File: config.mk
export PLATFORM = sky130hd
export DESIGN_NAME = utf16le_to_utf8_transcoder
export DESIGN_NICKNAME = d
export VERILOG_FILES = /design/src/design/u16u8_pkg.sv /design/src/design/u16u8_front.sv /design/src/design/u16u8_queue.sv /design/src/design/u16u8_back.sv /design/src/design/utf16le_to_utf8_transcoder.sv
export SDC_FILE = /design/constraint.sdc
export NUM_CORES = 1
export LEC_CHECK = 0
export BUFFER_PORTS_ARGS = -buffer_cell sky130_fd_sc_hd__buf_4
export CORE_MARGIN = 5
export CORE_UTILIZATION = 35
export CTS_CLUSTER_DIAMETER = 40
export CTS_CLUSTER_SIZE = 14
export DETAILED_ROUTE_END_ITERATION = 16
export GPL_ROUTABILITY_DRIVEN = 1
export GPL_TIMING_DRIVEN = 1
export PLACE_DENSITY = 0.54
export SLEW_MARGIN = 10
export SYNTH_ARGS = -nofsm -noshare
export SYNTH_HDL_FRONTEND = slang
export SYNTH_SLANG_ARGS = --single-unit
File: constraint.sdc
create_clock -name clock -period 7.7 [get_ports clock]
set_clock_uncertainty 0.1 [all_clocks]
set_input_delay 0.77 -clock clock [delete_from_list [all_inputs] [get_ports clock]]
set_output_delay 0.77 -clock clock [all_outputs]
set_load 0.02 [all_outputs]
File: src/design/u16u8_pkg.sv
package u16u8_pkg;

   localparam logic [5:0]  HIGH_TAG     = 6'b110110;
   localparam logic [5:0]  LOW_TAG      = 6'b110111;
   localparam logic [10:0] PLANE_OFFSET = 11'h040;
   localparam logic [20:0] MAX_ONE      = 21'h00007F;
   localparam logic [20:0] MAX_TWO      = 21'h0007FF;
   localparam logic [20:0] MAX_THREE    = 21'h00FFFF;
   localparam logic [7:0]  LEAD_TWO     = 8'hC0;
   localparam logic [7:0]  LEAD_THREE   = 8'hE0;
   localparam logic [7:0]  LEAD_FOUR    = 8'hF0;
   localparam logic [7:0]  CONT_MARK    = 8'h80;
   localparam int          JOB_BYTES    = 6;

   typedef struct packed {
      logic [15:0] code_unit;
      logic        end_of_string;
   } req_payload_type;

   typedef struct packed {
      logic [7:0] utf8_byte;
      logic       last_of_run;
      logic       string_done;
   } rsp_payload_type;

   typedef struct packed {
      logic [3:0][7:0] bytes;
      logic [2:0]      len;
   } enc_type;

   typedef struct packed {
      logic [JOB_BYTES-1:0][7:0] bytes;
      logic [2:0]                count;
      logic                      eos;
   } job_type;

   function automatic enc_type encode(input logic [20:0] cp);
      enc_type r;
      r = '0;
      if (cp <= MAX_ONE) begin
         r.bytes[0] = cp[7:0];
         r.len      = 3'd1;
      end else if (cp <= MAX_TWO) begin
         r.bytes[0] = LEAD_TWO | {3'b000, cp[10:6]};
         r.bytes[1] = CONT_MARK | {2'b00, cp[5:0]};
         r.len      = 3'd2;
      end else if (cp <= MAX_THREE) begin
         r.bytes[0] = LEAD_THREE | {4'b0000, cp[15:12]};
         r.bytes[1] = CONT_MARK | {2'b00, cp[11:6]};
         r.bytes[2] = CONT_MARK | {2'b00, cp[5:0]};
         r.len      = 3'd3;
      end else begin
         r.bytes[0] = LEAD_FOUR | {5'b00000, cp[20:18]};
         r.bytes[1] = CONT_MARK | {2'b00, cp[17:12]};
         r.bytes[2] = CONT_MARK | {2'b00, cp[11:6]};
         r.bytes[3] = CONT_MARK | {2'b00, cp[5:0]};
         r.len      = 3'd4;
      end
      return r;
   endfunction

endpackage

File: src/design/u16u8_front.sv
module u16u8_front import u16u8_pkg::*; (
   input  logic            clock,
   input  logic            reset,
   input  logic            req_valid,
   output logic            req_ready,
   input  req_payload_type req_payload,
   input  logic            push_ready,
   output logic            push_valid,
   output job_type         push_job
);

   logic       held_ff, held_in;
   logic [9:0] held_bits_ff, held_bits_in;
   logic       accept, is_high, is_low, pair, en_a, en_b;
   logic [20:0] cp_a, cp_b;
   enc_type    enc_a, enc_b;
   job_type    job;

   assign req_ready = push_ready;
   assign accept    = req_valid && req_ready;
   assign is_high   = req_payload.code_unit[15:10] == HIGH_TAG;
   assign is_low    = req_payload.code_unit[15:10] == LOW_TAG;
   assign pair      = held_ff && is_low;
   assign en_a      = held_ff;
   assign en_b      = !pair && !(is_high && !req_payload.end_of_string);

   assign cp_a  = pair ? {{1'b0, held_bits_ff} + PLANE_OFFSET, req_payload.code_unit[9:0]}
                       : {5'b00000, HIGH_TAG, held_bits_ff};
   assign cp_b  = {5'b00000, req_payload.code_unit};
   assign enc_a = encode(cp_a);
   assign enc_b = encode(cp_b);

   always_comb begin
      job     = '0;
      job.eos = req_payload.end_of_string;
      if (en_a && en_b) begin
         // held surrogate alone is always three bytes, unit follows it
         job.bytes[2:0] = enc_a.bytes[2:0];
         job.bytes[5:3] = enc_b.bytes[2:0];
         job.count      = 3'd3 + enc_b.len;
      end else if (en_a) begin
         job.bytes[3:0] = enc_a.bytes;
         job.count      = enc_a.len;
      end else if (en_b) begin
         job.bytes[3:0] = enc_b.bytes;
         job.count      = enc_b.len;
      end
   end

   assign push_valid = req_valid && (en_a || en_b);
   assign push_job   = job;

   always_comb begin
      held_in      = held_ff;
      held_bits_in = held_bits_ff;
      if (accept) begin
         held_in      = is_high && !req_payload.end_of_string && !pair;
         held_bits_in = req_payload.code_unit[9:0];
      end
   end

   always_ff @(posedge clock) begin
      if (reset) begin
         held_ff <= 1'b0;
      end else begin
         held_ff <= held_in;
      end
      held_bits_ff <= held_bits_in;
   end

endmodule

File: src/design/u16u8_queue.sv
module u16u8_queue import u16u8_pkg::*; (
   input  logic    clock,
   input  logic    reset,
   input  logic    push_valid,
   output logic    push_ready,
   input  job_type push_job,
   output logic    pop_valid,
   input  logic    pop_ready,
   output job_type pop_job
);

   job_type    entry_ff [2];
   logic       wr_ptr_ff, wr_ptr_in;
   logic       rd_ptr_ff, rd_ptr_in;
   logic [1:0] count_ff, count_in;
   logic       do_push, do_pop;

   assign push_ready = count_ff != 2'd2;
   assign pop_valid  = count_ff != 2'd0;
   assign pop_job    = entry_ff[rd_ptr_ff];
   assign do_push    = push_valid && push_ready;
   assign do_pop     = pop_valid && pop_ready;

   always_comb begin
      wr_ptr_in = do_push ? !wr_ptr_ff : wr_ptr_ff;
      rd_ptr_in = do_pop ? !rd_ptr_ff : rd_ptr_ff;
      count_in  = count_ff;
      if (do_push && !do_pop) begin
         count_in = count_ff + 2'd1;
      end else if (do_pop && !do_push) begin
         count_in = count_ff - 2'd1;
      end
   end

   always_ff @(posedge clock) begin
      if (reset) begin
         wr_ptr_ff <= 1'b0;
         rd_ptr_ff <= 1'b0;
         count_ff  <= 2'd0;
      end else begin
         wr_ptr_ff <= wr_ptr_in;
         rd_ptr_ff <= rd_ptr_in;
         count_ff  <= count_in;
      end
      if (do_push) begin
         entry_ff[wr_ptr_ff] <= push_job;
      end
   end

endmodule

File: src/design/u16u8_back.sv
module u16u8_back import u16u8_pkg::*; (
   input  logic            clock,
   input  logic            reset,
   input  logic            pop_valid,
   output logic            pop_ready,
   input  job_type         pop_job,
   output logic            rsp_valid,
   input  logic            rsp_ready,
   output rsp_payload_type rsp_payload
);

   logic            rsp_valid_ff, rsp_valid_in;
   rsp_payload_type rsp_payload_ff, rsp_payload_in;
   logic [2:0]      idx_ff, idx_in;
   logic            out_free, emit, last;

   assign out_free  = !rsp_valid_ff || rsp_ready;
   assign emit      = out_free && pop_valid;
   assign last      = idx_ff == pop_job.count - 3'd1;
   assign pop_ready = emit && last;

   always_comb begin
      rsp_valid_in   = rsp_valid_ff;
      rsp_payload_in = rsp_payload_ff;
      idx_in         = idx_ff;
      if (out_free) begin
         rsp_valid_in = emit;
      end
      if (emit) begin
         rsp_payload_in.utf8_byte   = pop_job.bytes[idx_ff];
         rsp_payload_in.last_of_run = last;
         rsp_payload_in.string_done = last && pop_job.eos;
         idx_in                     = last ? 3'd0 : idx_ff + 3'd1;
      end
   end

   always_ff @(posedge clock) begin
      if (reset) begin
         rsp_valid_ff <= 1'b0;
         idx_ff       <= 3'd0;
      end else begin
         rsp_valid_ff <= rsp_valid_in;
         idx_ff       <= idx_in;
      end
      rsp_payload_ff <= rsp_payload_in;
   end

   assign rsp_valid   = rsp_valid_ff;
   assign rsp_payload = rsp_payload_ff;

endmodule

File: src/design/utf16le_to_utf8_transcoder.sv
// path: a code unit's output bytes are registered in the job queue, then in the output register
// throughput: one output byte per cycle from the byte serialiser unless rsp_ready stalls
//    it; a unit yields 0 to 6 bytes, and a new unit is taken every cycle while the
//    two-entry job queue has room
// reset: synchronous, clears the held-surrogate flag, the queue and the output valid flag
module utf16le_to_utf8_transcoder import u16u8_pkg::*; (
   input  logic            clock,
   input  logic            reset,
   input  logic            req_valid,
   output logic            req_ready,
   input  req_payload_type req_payload,
   output logic            rsp_valid,
   input  logic            rsp_ready,
   output rsp_payload_type rsp_payload
);

   logic    push_valid, push_ready, pop_valid, pop_ready;
   job_type push_job, pop_job;

   u16u8_front u_front (
      .clock       (clock),
      .reset       (reset),
      .req_valid   (req_valid),
      .req_ready   (req_ready),
      .req_payload (req_payload),
      .push_ready  (push_ready),
      .push_valid  (push_valid),
      .push_job    (push_job)
   );

   u16u8_queue u_queue (
      .clock      (clock),
      .reset      (reset),
      .push_valid (push_valid),
      .push_ready (push_ready),
      .push_job   (push_job),
      .pop_valid  (pop_valid),
      .pop_ready  (pop_ready),
      .pop_job    (pop_job)
   );

   u16u8_back u_back (
      .clock       (clock),
      .reset       (reset),
      .pop_valid   (pop_valid),
      .pop_ready   (pop_ready),
      .pop_job     (pop_job),
      .rsp_valid   (rsp_valid),
      .rsp_ready   (rsp_ready),
      .rsp_payload (rsp_payload)
   );

endmodule
* Word-level counts from Yosys, hierarchy flattened
Memory sizes are Yosys's and may differ from the RTL's. A register that Yosys moved wholly into a read port is not among the register bits.
Cells that the tools add are included.
** Storage, ports and cells
- Register bits after elaboration :: 29
- Logic and storage cells :: 80
- Memory bits (writable) :: 104
- Memories :: 1
- Output and inout bits :: 12
- Input bits :: 21
** Memory list
- u_queue.entry_ff :: depth 2, width 52, rd ports 1, clocked after memory_dff 1, write ports 1, RTL line u16u8_queue.sv:12 : job_type entry_ff [2];
** Operators by class
- Equality and inequality tests :: 4
- Order comparisons :: 7
- Multiplexer cells :: 26
- $add $sub $neg :: 6
- Reductions and logical operators :: 26
** Operators by type and width (number)
- 35-bit two-way mux :: 3
- 25-bit two-way mux :: 2
- 16-bit two-way mux :: 3
- 24-bit two-way mux :: 2
- 19-bit two-way mux :: 2
- 8-bit binary-select mux with 3-bit select :: 1
- 8-bit two-way mux :: 3
- 11-bit two-way mux :: 2
- 21-bit by 11-bit <= comparator with 1-bit output, second input constant :: 1
- 21-bit by 16-bit <= comparator with 1-bit output, second input constant :: 1
- 21-bit by 7-bit <= comparator with 1-bit output, second input constant :: 1
- 21-bit two-way mux :: 1
- 16-bit by 11-bit <= comparator with 1-bit output, second input constant :: 1
- 16-bit <= comparator, second input constant :: 1
- 16-bit by 7-bit <= comparator with 1-bit output, second input constant :: 1
- 1-bit logical AND :: 14
- 6-bit equality test, second input constant :: 2
- 10-bit by 7-bit adder with 11-bit output, second input constant :: 1
- 1-bit logical NOT :: 8
- 3-bit by 4-bit < comparator with 1-bit output, second input constant :: 1
- 1-bit two-way mux :: 4
- 2-bit two-way mux :: 2
- 2-bit nonzero test :: 2
- 2-bit by 3-bit adder with 3-bit output, first input constant :: 1
- other kinds (8) :: 9

* Logic depth before layout (Yosys ltp)
Gate-level depths: netlist of the first run.
- Depth in word-level cells :: 11
- Mapped depth :: 13
- Mapped depth without buffers :: 11

* Cells and area by module
Synthesis of the first run repeated with hierarchy kept, for this count alone.
** Unflattened totals
- Cell total of the unflattened synthesis :: 492
- Area, all modules :: 6551.3 µm²
** Modules (own cells, without submodules)
- u16u8_queue :: cells an instance 186, seq. area each 3223.1 µm², instances 1, area an instance 3971.3 µm²
- u16u8_front :: cells an instance 229, seq. area each 320.3 µm², instances 1, area an instance 1626.6 µm²
- u16u8_back :: cells an instance 77, seq. area each 380.4 µm², instances 1, area an instance 953.4 µm²

* Worst setup path after synthesis of the first run
OpenSTA, ideal clock, no wires.
- Path kind :: input-to-reg
- From :: input port req_payload[11] (netlist name)
- To :: memory u_queue.entry_ff[0][0] (netlist name) (enable)
- Setup slack :: 3.520 ns
- Library setup time :: 0.459 ns
- Path buffers :: 1
- Cell stages on the path :: 5
- Arrival time :: 3.620 ns
- Required time :: 7.141 ns
- Path through :: clkbuf_1 nor2_1 nand3_1 o21a_1 nor2b_1
** On the way
- Word-level cells in the longest chain between the ends :: 9
- Elaborated cells between the ends (all ways) :: 12
- Those cells by class :: 2 x eq/ne; 2 x mux; 8 x reduce/logical
** RTL lines
- start, declared :: RTL line utf16le_to_utf8_transcoder.sv:11 : input req_payload_type req_payload,
- 6-bit equality test (on tied branches) :: RTL line u16u8_front.sv:22, u16u8_front.sv:21
- 1-bit logical AND (on tied branches) :: RTL line u16u8_front.sv:23, u16u8_front.sv:25
- 1-bit logical NOT :: RTL line u16u8_front.sv:25 : assign en_b = !pair && !(is_high && !req_payload.end_of_string);
- 1-bit logical AND (*) :: RTL line u16u8_front.sv:25
- 1-bit logical OR (*) :: RTL line u16u8_front.sv:50 : assign push_valid = req_valid && (en_a || en_b);
- 1-bit logical AND (*) :: RTL line u16u8_front.sv:50
- 1-bit logical AND (*) :: RTL line u16u8_queue.sv:21 : assign do_push = push_valid && push_ready;
- via u_queue.do_push :: RTL line u16u8_queue.sv:16 : logic do_push, do_pop;
- 1-bit two-way mux (*) :: RTL line u16u8_queue.sv:45 : if (do_push) begin
- 1-bit two-way mux (implied by the code) (*) :: RTL line u16u8_queue.sv:46 : entry_ff[wr_ptr_ff] <= push_job;
- end, declared :: RTL line u16u8_queue.sv:12
Mark *: on every way through the listed nets, which the timed path passes. The rest lies on a longest branch.

==> impl_metrics.prom, run 1 <==
# TYPE chip_impl_metric gauge
chip_impl_metric{name="worstPathBufferInverterCount",unit=""} 1
chip_impl_info{name="layout_commonest_cell",value="sky130_fd_sc_hd__edfxtp_1"} 1
chip_impl_metric{name="first_global_vias",unit=""} 3848
chip_impl_metric{name="drv_cap",unit=""} 0
chip_impl_metric{name="p_comb_share",unit="%"} 21.3
chip_impl_metric{name="synth.yosys.seq_area_share",unit="%"} 62.32
chip_impl_metric{name="power.switching_fraction",unit="%"} 28.47
chip_impl_metric{name="clkSlewWorstSetupHoldPaths",unit="ns"} 0.06
chip_impl_metric{name="p_int",unit="W"} 0.001543
chip_impl_info{name="min_to",value="u_back.rsp_valid"} 1
chip_impl_metric{name="grtUsageTotal",unit="%"} 15.05
chip_impl_metric{name="max-clock-path-buffers",unit=""} 2
chip_impl_metric{name="synth_enable_flop_cells",unit=""} 116
chip_impl_info{name="ctsRootBufferMaster",value="sky130_fd_sc_hd__clkbuf_16"} 1
chip_impl_metric{name="report.final.setup_viol",unit=""} 0
chip_impl_metric{name="postCtsSetupBuffers",unit=""} 0
chip_impl_info{name="rr_endpoint",value="u_queue.entry_ff[0][6]"} 1
chip_impl_metric{name="worst_r2r_path_depth",unit=""} 4
chip_impl_info{name="worstHoldPathType",value="flop to flop"} 1
chip_impl_info{name="worst-setup-path-type",value="flop to flop"} 1
chip_impl_metric{name="route.antenna.remaining_nets",unit=""} 0
chip_impl_metric{name="antenna_found_initial",unit=""} 0
chip_impl_metric{name="pwr_density_cell",unit="nW/µm²"} 310.8
chip_impl_metric{name="area_growth_syn_to_layout",unit="%"} 17.44
chip_impl_metric{name="global_route.usage.met3",unit="%"} 4.294
chip_impl_info{name="rsz0062_at_grt",value="false"} 1
chip_impl_metric{name="routed_via_density",unit=""} 5.618
chip_impl_metric{name="final.hold.worst_slack",unit="ns"} 0.3980
chip_impl_metric{name="gp_congestion",unit=""} 0.9131
chip_impl_metric{name="cts-htree-levels",unit=""} 4
chip_impl_metric{name="synthesis.area",unit="µm²"} 5911
chip_impl_metric{name="initial_utilization",unit="%"} 35.64
chip_impl_metric{name="cts_resized",unit=""} 0
chip_impl_metric{name="placedInstanceArea",unit="µm²"} 6372
chip_impl_metric{name="routed-via-count",unit=""} 3961
chip_impl_metric{name="netlist_instances",unit=""} 440
chip_impl_metric{name="fp.dieArea",unit="µm²"} 19590
chip_impl_metric{name="postSynthNetCount",unit=""} 465
chip_impl_metric{name="cts_num_sinks",unit=""} 126
chip_impl_metric{name="global_route.overflow_total",unit=""} 0
chip_impl_metric{name="worstPathRequired",unit="ns"} 7.70
chip_impl_info{name="tritoncts",value="done"} 1
chip_impl_metric{name="grt_start_max_net_pins",unit=""} 49
chip_impl_metric{name="syn_avg_cell_area",unit="µm²"} 13.43
chip_impl_metric{name="drive_above_1_share",unit="%"} 20.62
chip_impl_metric{name="worstHoldPathCells",unit=""} 2
chip_impl_metric{name="final_core_utilization",unit="%"} 41.86
chip_impl_info{name="mostFrequentLayoutCells",value="sky130_fd_sc_hd__edfxtp_1, sky130_fd_sc_hd__nor2_1, sky130_fd_sc_hd__buf_4"} 1
chip_impl_metric{name="antenna_cells",unit=""} 0
chip_impl_metric{name="die_x",unit="µm"} 140.0
chip_impl_info{name="cp_cell_sequence",value="inv_1 > or3_1 > a2111oi_0 > o22ai_1"} 1
chip_impl_metric{name="critPathMaxStageDelay",unit="ns"} 0.77
chip_impl_info{name="critical_path.top_delay_family",value="compound AO/OA/AOI/OAI gates"} 1
chip_impl_info{name="ys_dominant_reg_cell",value="sky130_fd_sc_hd__edfxtp_1"} 1
chip_impl_metric{name="placementRows",unit=""} 47
chip_impl_metric{name="synth.ff_latch_count",unit=""} 126
chip_impl_info{name="status",value="finished, final reports clean"} 1
chip_impl_info{name="worst_setup_path_start_kind",value="flop"} 1
chip_impl_metric{name="cts_made_buffers",unit=""} 17
chip_impl_info{name="critical_path.slowest_cell",value="sky130_fd_sc_hd__or3_1"} 1
chip_impl_metric{name="actual_slew_at_the_worst_max_slew_pin",unit="ns"} 0.9893
chip_impl_metric{name="post-route-min-period",unit="ns"} 3.054
chip_impl_metric{name="fin_nets",unit=""} 497
chip_impl_metric{name="grt_first_pass_wirelength",unit="mm"} 22.31
chip_impl_metric{name="vdd_ir_drop_max",unit="mV"} 0.1536
chip_impl_metric{name="insertion_delay_to_the_later_sink_of_the_worst_skew_pair",unit="ns"} 0.41
chip_impl_metric{name="floorplan.io_pins",unit=""} 33
chip_impl_metric{name="detail_route.iter0.violations",unit=""} 444
chip_impl_metric{name="power.leakage",unit="nW"} 2.335
chip_impl_metric{name="met1_track_utilization_from_global_routing",unit="%"} 21.47
chip_impl_metric{name="r2r_slack",unit="ns"} 4.65
chip_impl_metric{name="final-hold-violation-count",unit=""} 0
chip_impl_metric{name="yosys_warnings",unit=""} 0
chip_impl_metric{name="final_cycle_share",unit="%"} 39.66
chip_impl_metric{name="synth_cell_type_count",unit=""} 57
chip_impl_metric{name="design_area",unit="µm²"} 6942
chip_impl_info{name="worstHoldStart",value="u_back.rsp_valid"} 1
chip_impl_metric{name="switching_power",unit="W"} 0.0006143
chip_impl_metric{name="drt-total-wl",unit="mm"} 14.65
chip_impl_metric{name="drt-wirelength-per-cell",unit="µm"} 20.77
chip_impl_metric{name="groute.layer.met2.usage",unit="%"} 21.55
chip_impl_metric{name="max-slew-margin-rel",unit="%"} 33.60
chip_impl_metric{name="final.setup.tns",unit="ns"} 0
chip_impl_metric{name="share_of_power_burned_in_registers",unit="%"} 43.9
chip_impl_info{name="timing.critical_path.to_type",value="flop"} 1
chip_impl_metric{name="postSynth.asyncResetShare",unit="%"} 0
chip_impl_metric{name="power_frac_clock",unit="%"} 34.8
chip_impl_info{name="gr-max-usage-layer",value="met2"} 1
chip_impl_metric{name="finalMaxSlewViolations",unit=""} 0
chip_impl_metric{name="crit_path_max_fanout",unit=""} 19
chip_impl_metric{name="die-height",unit="µm"} 140.0
chip_impl_info{name="launch_instance_of_the_worst_register_to_register_path",value="u_front.en_a"} 1
chip_impl_metric{name="timing.critical_path.arrival",unit="ns"} 3.06
chip_impl_metric{name="maximum_clock_frequency",unit="GHz"} 0.3275
chip_impl_metric{name="drc_errors",unit=""} 0
chip_impl_metric{name="port_buffers",unit=""} 32
chip_impl_metric{name="place_hpwl",unit="mm"} 9.973
chip_impl_metric{name="count_of_hold_fix_buffers_inserted_at_cts",unit=""} 0
chip_impl_metric{name="coreArea",unit="µm²"} 16580
chip_impl_metric{name="drt_pre_antenna_iters",unit=""} 6
-- worst reg2reg max path, cell delays in order (launching register included) --
cell and delay [ns]:
sky130_fd_sc_hd__dfxtp_1 0.68, sky130_fd_sc_hd__inv_1 0.38, sky130_fd_sc_hd__or3_1 0.78, sky130_fd_sc_hd__a2111oi_0 0.57, sky130_fd_sc_hd__o22ai_1 0.25
-- worst max path at each step --
stage / from / end / slack (ns) / cells after the start
2_1_floorplan: req_payload[11] / u_queue.entry_ff[0][0] / 3.52 / 5
5_1_grt: flop / u_queue.count_ff[1] / 4.37 / 11
4_1_cts: flop / u_queue.count_ff[1] / 4.62 / 11
3_3_place_gp: u_front.en_a / u_queue.entry_ff[0][6] / 4.64 / 4
6_report: u_front.en_a / u_queue.entry_ff[0][6] / 4.65 / 4
3_5_place_dp: flop / u_queue.count_ff[1] / 4.66 / 11
-- power by group through the flow --
stage	registers (W)	clock network, W	logic (W)
after floorplan	0.000979	0	0.000285
after global placement	0.000957	0	0.000462
after detailed placement	0.000961	0	0.000467
after CTS	0.000948	0.000767	0.000468
after global routing	0.000958	0.000802	0.000502
final	0.000947	0.000752	0.000459
-- state kept, by name (all words and copies together) (netlist names), named ones only --
register and flops:
u_queue.count_ff 2, u_back.rsp_valid 1, u_queue.entry_ff 96, u_back.idx_ff 3
u_front.held_bits_ff 10, u_queue.rd_ptr_ff 1, u_queue.wr_ptr_ff 1, u_back.rsp_payload 10
u_front.en_a 1
-- logic make-up after synthesis --
kind of cell	synth area share [%]
compound gates	11.81
xor+xnor	1.334
fa+ha+maj	0.8468
buf+inv	2.667
flops	62.32
mux	10.75
simple gates	10.27
-- cell type report --
| class | instances | area, µm² |
|---|---|---|
| well taps | 220 | 275.3 |
| multi-input cells | 275 | 2078 |
| clock inverters | 13 | 116.4 |
| flip-flops and latches | 126 | 3685 |
| fillers | 1561 | 9642 |
| repair buffers | 37 | 277.8 |
| clock buffers | 19 | 452.9 |
| inverters | 15 | 56.30 |
-- cell usage after synthesis (3+ instances only) --
cell                        instances  area share, %
sky130_fd_sc_hd__a22oi_1            6           0.76
sky130_fd_sc_hd__and3_1             5           0.53
sky130_fd_sc_hd__o22ai_1           21            2.2
sky130_fd_sc_hd__inv_1             15           0.95
sky130_fd_sc_hd__o2bb2ai_1          3           0.44
sky130_fd_sc_hd__ha_1               4           0.85
sky130_fd_sc_hd__o21ai_1            3           0.25
sky130_fd_sc_hd__nand3_1           12            1.0
sky130_fd_sc_hd__nor2_1            40            2.5
sky130_fd_sc_hd__and2_1             9           0.95
sky130_fd_sc_hd__o21ai_0           22            1.9
sky130_fd_sc_hd__buf_2              3           0.25
sky130_fd_sc_hd__dfxtp_1           10            3.4
sky130_fd_sc_hd__nand2b_1           5           0.53
sky130_fd_sc_hd__clkbuf_1          18            1.1
sky130_fd_sc_hd__xor2_1             5           0.74
sky130_fd_sc_hd__nand2_1           16            1.0
sky130_fd_sc_hd__a21o_1             3           0.38
sky130_fd_sc_hd__edfxtp_1         116             59
sky130_fd_sc_hd__nor4_1             5           0.53
sky130_fd_sc_hd__a31oi_1           10            1.1
sky130_fd_sc_hd__xnor2_1            4           0.59
sky130_fd_sc_hd__o21a_1             4           0.51
sky130_fd_sc_hd__a21oi_1           16            1.4
sky130_fd_sc_hd__mux2i_1           14            2.4
sky130_fd_sc_hd__nor3_1             7           0.59
sky130_fd_sc_hd__mux4_2            21            8.0
sky130_fd_sc_hd__nor2b_1            4           0.42
-- per-layer routing --
layer / vias up / part of all wire [%]
met5: - / 0
met4: 0 / 2.4
met3: 25 / 7.8
met2: 197 / 45
met1: 1945 / 45
li1: 1794 / -
-- through the flow --
| step | std cells | setup WS (ns) | power (W) |
|---|---|---|---|
| 2_1_floorplan | 440 | 3.520 | 0.001264 |
| 3_3_place_gp | 673 | 4.635 | 0.001419 |
| 3_5_place_dp | 673 | 4.656 | 0.001429 |
| 4_1_cts | 705 | 4.621 | 0.002183 |
| 5_1_grt | 705 | 4.370 | 0.002262 |
| 6_report | 705 | 4.646 | 0.002158 |
(Power assumes the default switching activity.)
==> run 2, diff against run 1 <==
--- a/config.mk
+++ b/config.mk
@@ -13,7 +13,7 @@
 export DETAILED_ROUTE_END_ITERATION = 16
 export GPL_ROUTABILITY_DRIVEN = 1
 export GPL_TIMING_DRIVEN = 1
-export PLACE_DENSITY = 0.54
+export PLACE_DENSITY = 0.55
 export SLEW_MARGIN = 10
 export SYNTH_ARGS = -nofsm -noshare
 export SYNTH_HDL_FRONTEND = slang
==> constraint.sdc (replaced) <==
create_clock -name clock -period 2.6 [get_ports clock]
set_clock_uncertainty 0.1 [all_clocks]
set_input_delay 0.26 -clock clock [delete_from_list [all_inputs] [get_ports clock]]
set_output_delay 0.26 -clock clock [all_outputs]
set_load 0.02 [all_outputs]
==> impl_metrics.prom, run 2 (synthesized netlist as in run 1, its figures left out) <==
# TYPE chip_impl_metric gauge
chip_impl_info{name="status",value="finished, final reports clean"} 1
chip_impl_metric{name="worstPathRequired",unit="ns"} 2.66
chip_impl_metric{name="worst_slack",unit="ns"} 0.1138
chip_impl_metric{name="worst_r2r_path_depth",unit=""} 6
chip_impl_metric{name="cts_made_buffers",unit=""} 17
chip_impl_metric{name="coreArea",unit="µm²"} 16580
chip_impl_metric{name="filler_cell_count",unit=""} 1540
chip_impl_info{name="max_flop_register",value="u_queue.entry_ff"} 1
chip_impl_metric{name="routed-via-count",unit=""} 4084
chip_impl_metric{name="grt_first_pass_wirelength",unit="mm"} 24.37
chip_impl_info{name="tritoncts",value="done"} 1
chip_impl_metric{name="flip_flop_count_of_the_largest_register_all_copies_and_words_added",unit=""} 96
chip_impl_metric{name="area_growth_syn_to_layout",unit="%"} 23.62
chip_impl_metric{name="postCtsSetupBuffers",unit=""} 0
chip_impl_info{name="rsz0062_at_grt",value="false"} 1
chip_impl_metric{name="vdd_ir_drop_max",unit="mV"} 0.4906
chip_impl_metric{name="initial_utilization",unit="%"} 35.64
chip_impl_metric{name="cts_num_sinks",unit=""} 126
chip_impl_info{name="worstHoldPathType",value="input port to flop"} 1
chip_impl_metric{name="finalMaxSlewViolations",unit=""} 0
chip_impl_metric{name="r2r_slack",unit="ns"} 0.11
chip_impl_info{name="min_to",value="u_front.held_bits_ff[1]"} 1
chip_impl_metric{name="power.leakage",unit="nW"} 2.554
chip_impl_metric{name="placedInstanceArea",unit="µm²"} 6625
chip_impl_metric{name="timing.critical_path.arrival",unit="ns"} 2.54
chip_impl_metric{name="fin_cells",unit=""} 741
chip_impl_metric{name="insertion_delay_to_the_later_sink_of_the_worst_skew_pair",unit="ns"} 0.42
chip_impl_metric{name="final.setup.tns",unit="ns"} 0
chip_impl_metric{name="route.antenna.remaining_nets",unit=""} 0
chip_impl_metric{name="antenna_found_initial",unit=""} 0
chip_impl_metric{name="routed_via_density",unit=""} 5.511
chip_impl_metric{name="die_x",unit="µm"} 140.0
chip_impl_info{name="mostFrequentLayoutCells",value="sky130_fd_sc_hd__edfxtp_1, sky130_fd_sc_hd__buf_4, sky130_fd_sc_hd__nor2_1"} 1
chip_impl_metric{name="worstHoldPathCells",unit=""} 1
chip_impl_metric{name="final_core_utilization",unit="%"} 44.06
chip_impl_metric{name="global_route.overflow_total",unit=""} 0
chip_impl_metric{name="antenna_cells",unit=""} 0
chip_impl_metric{name="drt-wirelength-per-cell",unit="µm"} 21.13
chip_impl_metric{name="drt_pre_antenna_iters",unit=""} 5
chip_impl_info{name="worst_setup_path_start_kind",value="flop"} 1
chip_impl_metric{name="design_area",unit="µm²"} 7307
chip_impl_metric{name="place_hpwl",unit="mm"} 11.04
chip_impl_metric{name="grtUsageTotal",unit="%"} 16.45
chip_impl_metric{name="preCtsSetupSlack",unit="ns"} 0.05486
chip_impl_metric{name="clkSlewWorstSetupHoldPaths",unit="ns"} 0.06
chip_impl_metric{name="floorplan.io_pins",unit=""} 33
chip_impl_metric{name="max-clock-path-buffers",unit=""} 2
chip_impl_metric{name="final-hold-violation-count",unit=""} 0
chip_impl_metric{name="dp_cells",unit=""} 705
chip_impl_info{name="rr_endpoint",value="u_queue.entry_ff[0][4]"} 1
chip_impl_info{name="launch_instance_of_the_worst_register_to_register_path",value="u_front.held_bits_ff[7]"} 1
chip_impl_info{name="layout_commonest_cell",value="sky130_fd_sc_hd__edfxtp_1"} 1
chip_impl_metric{name="fin_nets",unit=""} 533
chip_impl_info{name="worstHoldStart",value="req_payload[2]"} 1
chip_impl_metric{name="port_buffers",unit=""} 32
chip_impl_metric{name="drv_cap",unit=""} 0
chip_impl_metric{name="cts-htree-levels",unit=""} 4
chip_impl_metric{name="first_global_vias",unit=""} 4094
chip_impl_info{name="timing.critical_path.to_type",value="flop"} 1
chip_impl_metric{name="grt_start_max_net_pins",unit=""} 49
chip_impl_metric{name="post-route-min-period",unit="ns"} 2.486
chip_impl_metric{name="die-height",unit="µm"} 140.0
chip_impl_metric{name="detail_route.iter0.violations",unit=""} 348
chip_impl_metric{name="drive_above_1_share",unit="%"} 25.91
chip_impl_metric{name="max-slew-margin-rel",unit="%"} 18.62
chip_impl_metric{name="final_cycle_share",unit="%"} 95.62
chip_impl_metric{name="drc_errors",unit=""} 0
chip_impl_metric{name="report.final.setup_viol",unit=""} 0
chip_impl_metric{name="actual_slew_at_the_worst_max_slew_pin",unit="ns"} 1.221
chip_impl_metric{name="fp.dieArea",unit="µm²"} 19590
chip_impl_metric{name="placementRows",unit=""} 47
chip_impl_metric{name="maximum_clock_frequency",unit="GHz"} 0.4022
chip_impl_info{name="worst-setup-path-type",value="flop to flop"} 1
chip_impl_metric{name="gp_congestion",unit=""} 0.9281
chip_impl_metric{name="drt-total-wl",unit="mm"} 15.66
chip_impl_info{name="ctsRootBufferMaster",value="sky130_fd_sc_hd__clkbuf_16"} 1
chip_impl_metric{name="pwr_density_cell",unit="nW/µm²"} 927.3
chip_impl_metric{name="crit_path_max_fanout",unit=""} 7
-- run 2: changes by cell type in the layout (fill, tap and decap cells not counted), sizes merged --
cell	before	now
clkbuf	19	18
buf	37	69
inv	16	18
bufinv	1	4
clkinvlp	6	3
clkinv	5	4
dlygate4sd3	0	4
-- run 2: worst max-delay path, stage by stage, from the launching register on --
cell and delay, ns:
sky130_fd_sc_hd__edfxtp_1 0.42, sky130_fd_sc_hd__ha_1 0.32, sky130_fd_sc_hd__nor3b_1 0.31, sky130_fd_sc_hd__o21ai_2 0.18, sky130_fd_sc_hd__or4_4 0.59, sky130_fd_sc_hd__o31ai_2 0.19
sky130_fd_sc_hd__o2bb2ai_1 0.10
-- run 2: layout make-up --
type	count	area, µm²	area share, %
inverters	15	56.30	0.7705
clock inverters	14	188.9	2.586
clock buffers	18	439.2	6.010
multi-input cells	275	2088	28.58
well taps	220	275.3	3.767
repair buffers	73	574.3	7.860
flip-flops and latches	126	3685	50.43
-- run 2: per-layer routing --
layer	vias to the layer above	global-route usage [%]	wire, µm	part of all wire (%)
met5	-	0	0	0
met4	0	5.660	246	1.6
met3	21	3.579	958	6.1
met2	145	25.37	7399	47
met1	2046	23.17	7053	45
li1	1872	-	-	-
-- run 2: report_power, final --
part           switching (W)  leakage, nW  internal [W]
sequential          0.000119         1.15       0.00265
combinational       0.000853         1.10      0.000622
clock               0.000902        0.303       0.00163
-- run 2: what timing repair did --
item | CTS | global route
hold buffers | 4 | 0
gates resized for setup | 0 | 5
hold endpoints to repair | 14 | 0
endpoints found under the setup margin | 0 | 13
-- run 2: worst max-delay path by stage --
stage | from | to | cells after the start
detailed placement | u_front.held_bits_ff[7] | u_queue.entry_ff[0][8] | 5
finish | u_front.held_bits_ff[7] | u_queue.entry_ff[0][4] | 6
CTS | u_front.held_bits_ff[7] | u_queue.entry_ff[0][8] | 5
floorplan | u_queue.count_ff[0] | u_queue.entry_ff[0][0] | 4
global placement | u_front.held_bits_ff[7] | u_queue.entry_ff[0][8] | 5
global route | flop | u_queue.count_ff[1] | 10
-- run 2: through the flow --
stage          hold slack (ns)  power, W
3_5_place_dp            0.3881  0.004296
6_report               0.01493  0.006776
2_1_floorplan           0.2589  0.003742
4_1_cts              0.0003092  0.006846
5_1_grt                0.01163  0.007095
3_3_place_gp            0.3846  0.004268
==> run 3, diff against run 2 <==
--- a/config.mk
+++ b/config.mk
@@ -6,14 +6,14 @@
 export NUM_CORES = 1
 export LEC_CHECK = 0
 export BUFFER_PORTS_ARGS = -buffer_cell sky130_fd_sc_hd__buf_4
-export CORE_MARGIN = 5
+export CORE_MARGIN = 2
 export CORE_UTILIZATION = 35
 export CTS_CLUSTER_DIAMETER = 40
 export CTS_CLUSTER_SIZE = 14
 export DETAILED_ROUTE_END_ITERATION = 16
 export GPL_ROUTABILITY_DRIVEN = 1
 export GPL_TIMING_DRIVEN = 1
-export PLACE_DENSITY = 0.55
+export PLACE_DENSITY_LB_ADDON = 0.12
 export SLEW_MARGIN = 10
 export SYNTH_ARGS = -nofsm -noshare
 export SYNTH_HDL_FRONTEND = slang
==> impl_metrics.prom, run 3 (synthesized netlist as in run 1, its figures left out) <==
# TYPE chip_impl_metric gauge
chip_impl_metric{name="insertion_delay_to_the_later_sink_of_the_worst_skew_pair",unit="ns"} 0.42
chip_impl_metric{name="pwr_density_cell",unit="nW/µm²"} 904.4
chip_impl_metric{name="drv_cap",unit=""} 0
chip_impl_metric{name="drt-wirelength-per-cell",unit="µm"} 20.92
chip_impl_info{name="min_to",value="u_front.held_bits_ff[1]"} 1
chip_impl_metric{name="coreArea",unit="µm²"} 16520
chip_impl_metric{name="detail_route.iter0.violations",unit=""} 292
chip_impl_metric{name="die_x",unit="µm"} 134.0
chip_impl_info{name="status",value="finished, final reports clean"} 1
chip_impl_metric{name="dp_cells",unit=""} 708
chip_impl_metric{name="grtUsageTotal",unit="%"} 18.32
chip_impl_info{name="rsz0062_at_grt",value="true"} 1
chip_impl_metric{name="p_comb_share",unit="%"} 22.6
chip_impl_metric{name="fin_cells",unit=""} 745
chip_impl_metric{name="place_hpwl",unit="mm"} 11.12
chip_impl_metric{name="worst_slack",unit="ns"} 0.1458
chip_impl_metric{name="r2r_slack",unit="ns"} 0.15
chip_impl_metric{name="cts-htree-levels",unit=""} 4
chip_impl_metric{name="worstPathRequired",unit="ns"} 2.65
chip_impl_metric{name="routed-via-count",unit=""} 4109
chip_impl_metric{name="die-height",unit="µm"} 134.0
chip_impl_metric{name="initial_utilization",unit="%"} 35.77
chip_impl_metric{name="port_buffers",unit=""} 32
chip_impl_metric{name="final-hold-violation-count",unit=""} 0
chip_impl_info{name="worst-setup-path-type",value="flop to flop"} 1
chip_impl_metric{name="power.leakage",unit="nW"} 2.558
chip_impl_info{name="critical_path.startpoint",value="u_front.held_bits_ff[6]"} 1
chip_impl_metric{name="worst_r2r_path_depth",unit=""} 7
chip_impl_metric{name="floorplan.io_pins",unit=""} 33
chip_impl_info{name="max_flop_register",value="u_queue.entry_ff"} 1
chip_impl_metric{name="preCtsSetupSlack",unit="ns"} 0.005969
chip_impl_metric{name="p_int",unit="W"} 0.004787
chip_impl_metric{name="antenna_cells",unit=""} 0
chip_impl_metric{name="vdd_ir_drop_max",unit="mV"} 0.4276
chip_impl_metric{name="power_frac_clock",unit="%"} 35.7
chip_impl_metric{name="clkSlewWorstSetupHoldPaths",unit="ns"} 0.06
chip_impl_metric{name="cts_num_sinks",unit=""} 126
chip_impl_metric{name="maximum_clock_frequency",unit="GHz"} 0.4075
chip_impl_metric{name="fp.dieArea",unit="µm²"} 17940
chip_impl_metric{name="post-route-min-period",unit="ns"} 2.454
chip_impl_info{name="launch_instance_of_the_worst_register_to_register_path",value="u_front.held_bits_ff[6]"} 1
chip_impl_metric{name="drt_pre_antenna_iters",unit=""} 5
chip_impl_metric{name="report.final.setup_viol",unit=""} 0
chip_impl_metric{name="final.hold.worst_slack",unit="ns"} 0.02114
chip_impl_info{name="timing.critical_path.to_type",value="flop"} 1
chip_impl_metric{name="timing.critical_path.arrival",unit="ns"} 2.50
chip_impl_metric{name="share_of_power_burned_in_registers",unit="%"} 41.6
chip_impl_metric{name="placementRows",unit=""} 47
chip_impl_metric{name="power.switching_fraction",unit="%"} 27.94
chip_impl_info{name="tritoncts",value="done"} 1
chip_impl_metric{name="drc_errors",unit=""} 0
chip_impl_metric{name="route.antenna.remaining_nets",unit=""} 0
chip_impl_metric{name="first_global_vias",unit=""} 4094
chip_impl_metric{name="fin_nets",unit=""} 538
chip_impl_metric{name="max-clock-path-buffers",unit=""} 2
chip_impl_metric{name="area_growth_syn_to_layout",unit="%"} 24.26
chip_impl_info{name="layout_commonest_cell",value="sky130_fd_sc_hd__edfxtp_1"} 1
chip_impl_info{name="worstHoldPathType",value="input port to flop"} 1
chip_impl_metric{name="global_route.overflow_total",unit=""} 0
chip_impl_metric{name="gp_congestion",unit=""} 0.8794
chip_impl_metric{name="worstHoldPathCells",unit=""} 1
chip_impl_metric{name="routed_via_density",unit=""} 5.515
chip_impl_metric{name="cts_made_buffers",unit=""} 17
chip_impl_metric{name="postCtsSetupBuffers",unit=""} 0
chip_impl_metric{name="flip_flop_count_of_the_largest_register_all_copies_and_words_added",unit=""} 96
chip_impl_metric{name="antenna_found_initial",unit=""} 0
chip_impl_metric{name="grt_first_pass_wirelength",unit="mm"} 24.03
chip_impl_metric{name="grt_start_max_net_pins",unit=""} 49
chip_impl_metric{name="switching_power",unit="W"} 0.001856
chip_impl_info{name="worstHoldStart",value="req_payload[2]"} 1
chip_impl_info{name="rr_endpoint",value="u_queue.entry_ff[0][4]"} 1
chip_impl_metric{name="drt-total-wl",unit="mm"} 15.58
chip_impl_metric{name="drive_above_1_share",unit="%"} 26.10
chip_impl_metric{name="actual_slew_at_the_worst_max_slew_pin",unit="ns"} 0.6957
chip_impl_info{name="mostFrequentLayoutCells",value="sky130_fd_sc_hd__edfxtp_1, sky130_fd_sc_hd__buf_4, sky130_fd_sc_hd__nor2_1"} 1
chip_impl_metric{name="final_cycle_share",unit="%"} 94.39
chip_impl_metric{name="finalMaxSlewViolations",unit=""} 0
chip_impl_info{name="ctsRootBufferMaster",value="sky130_fd_sc_hd__clkbuf_16"} 1
chip_impl_info{name="worst_setup_path_start_kind",value="flop"} 1
chip_impl_metric{name="power.total",unit="W"} 0.006642
chip_impl_metric{name="max-slew-margin-rel",unit="%"} 53.13
chip_impl_metric{name="crit_path_max_fanout",unit=""} 20
## run 3: changes by cell type in the layout (fill, tap and decap cells not counted)
| cell | previous run | this run |
|---|---|---|
| sky130_fd_sc_hd__clkinv_4 | 0 | 3 |
| sky130_fd_sc_hd__clkinvlp_4 | 3 | 6 |
| sky130_fd_sc_hd__inv_6 | 3 | 0 |
| sky130_fd_sc_hd__buf_12 | 1 | 3 |
| sky130_fd_sc_hd__clkinv_2 | 4 | 2 |
| sky130_fd_sc_hd__dlygate4sd3_1 | 4 | 6 |
| sky130_fd_sc_hd__buf_4 | 67 | 68 |
| sky130_fd_sc_hd__bufinv_16 | 4 | 3 |
| sky130_fd_sc_hd__clkbuf_8 | 1 | 0 |
| sky130_fd_sc_hd__nor3b_1 | 1 | 0 |
| sky130_fd_sc_hd__nor3b_2 | 0 | 1 |
| sky130_fd_sc_hd__o21ai_1 | 3 | 4 |
| sky130_fd_sc_hd__o21ai_2 | 1 | 0 |
## run 3: worst max path at each step
| stage | to | cells after the start |
|---|---|---|
| 2_1_floorplan | u_queue.entry_ff[0][0] | 4 |
| 3_5_place_dp | u_queue.entry_ff[0][8] | 6 |
| 6_report | u_queue.entry_ff[0][4] | 7 |
| 5_1_grt | u_queue.count_ff[1] | 10 |
| 4_1_cts | u_queue.entry_ff[1][4] | 7 |
| 3_3_place_gp | u_queue.entry_ff[0][4] | 7 |
## run 3: final cells by class
class | count | area, µm²
clock buffer | 17 | 425.4
clock inverter | 14 | 171.4
fill | 1520 | 9180
inverter | 15 | 56.30
multi-input combinational | 275 | 2090
sequential | 126 | 3685
tap | 220 | 275.3
timing repair buffer | 78 | 641.9
## run 3: what timing repair did
item | CTS | global route
setup endpoints to repair | 2 | 3
hold buffers | 6 | 0
gates resized for setup | 1 | 4
hold endpoints to repair | 16 | 0
## run 3: stage by stage
stage,utilization [%],instance area [µm²],setup TNS (ns)
CTS,44.36,7330,0
global route,44.45,7345,-0.008332
floorplan,-,5928,0
finish,44.45,7345,0
global placement,40.38,6673,0
detailed placement,40.38,6673,0
## run 3: worst max-delay path: stages (launching register included)
cell and delay, ns:
sky130_fd_sc_hd__edfxtp_1 0.39, sky130_fd_sc_hd__ha_1 0.34, sky130_fd_sc_hd__nor3b_2 0.18, sky130_fd_sc_hd__o21ai_1 0.13, sky130_fd_sc_hd__buf_12 0.17, sky130_fd_sc_hd__or4_4 0.58, sky130_fd_sc_hd__o31ai_2 0.19, sky130_fd_sc_hd__o2bb2ai_1 0.11
## run 3: layer usage
layer	global-route usage (%)	routed length, µm	up-vias
li1	-	-	1878
met1	24.44	6877	2057
met2	29.54	7458	153
met3	4.195	977	21
met4	6.383	269	0
met5	0	0	-
## run 3: power groups by stage
stage,logic (W),clock network [W],registers [W]
2_1_floorplan,0.000854,0,0.00289
3_3_place_gp,0.00150,0,0.00280
3_5_place_dp,0.00151,0,0.00281
4_1_cts,0.00152,0.00243,0.00277
5_1_grt,0.00164,0.00251,0.00280
6_report,0.00150,0.00237,0.00277
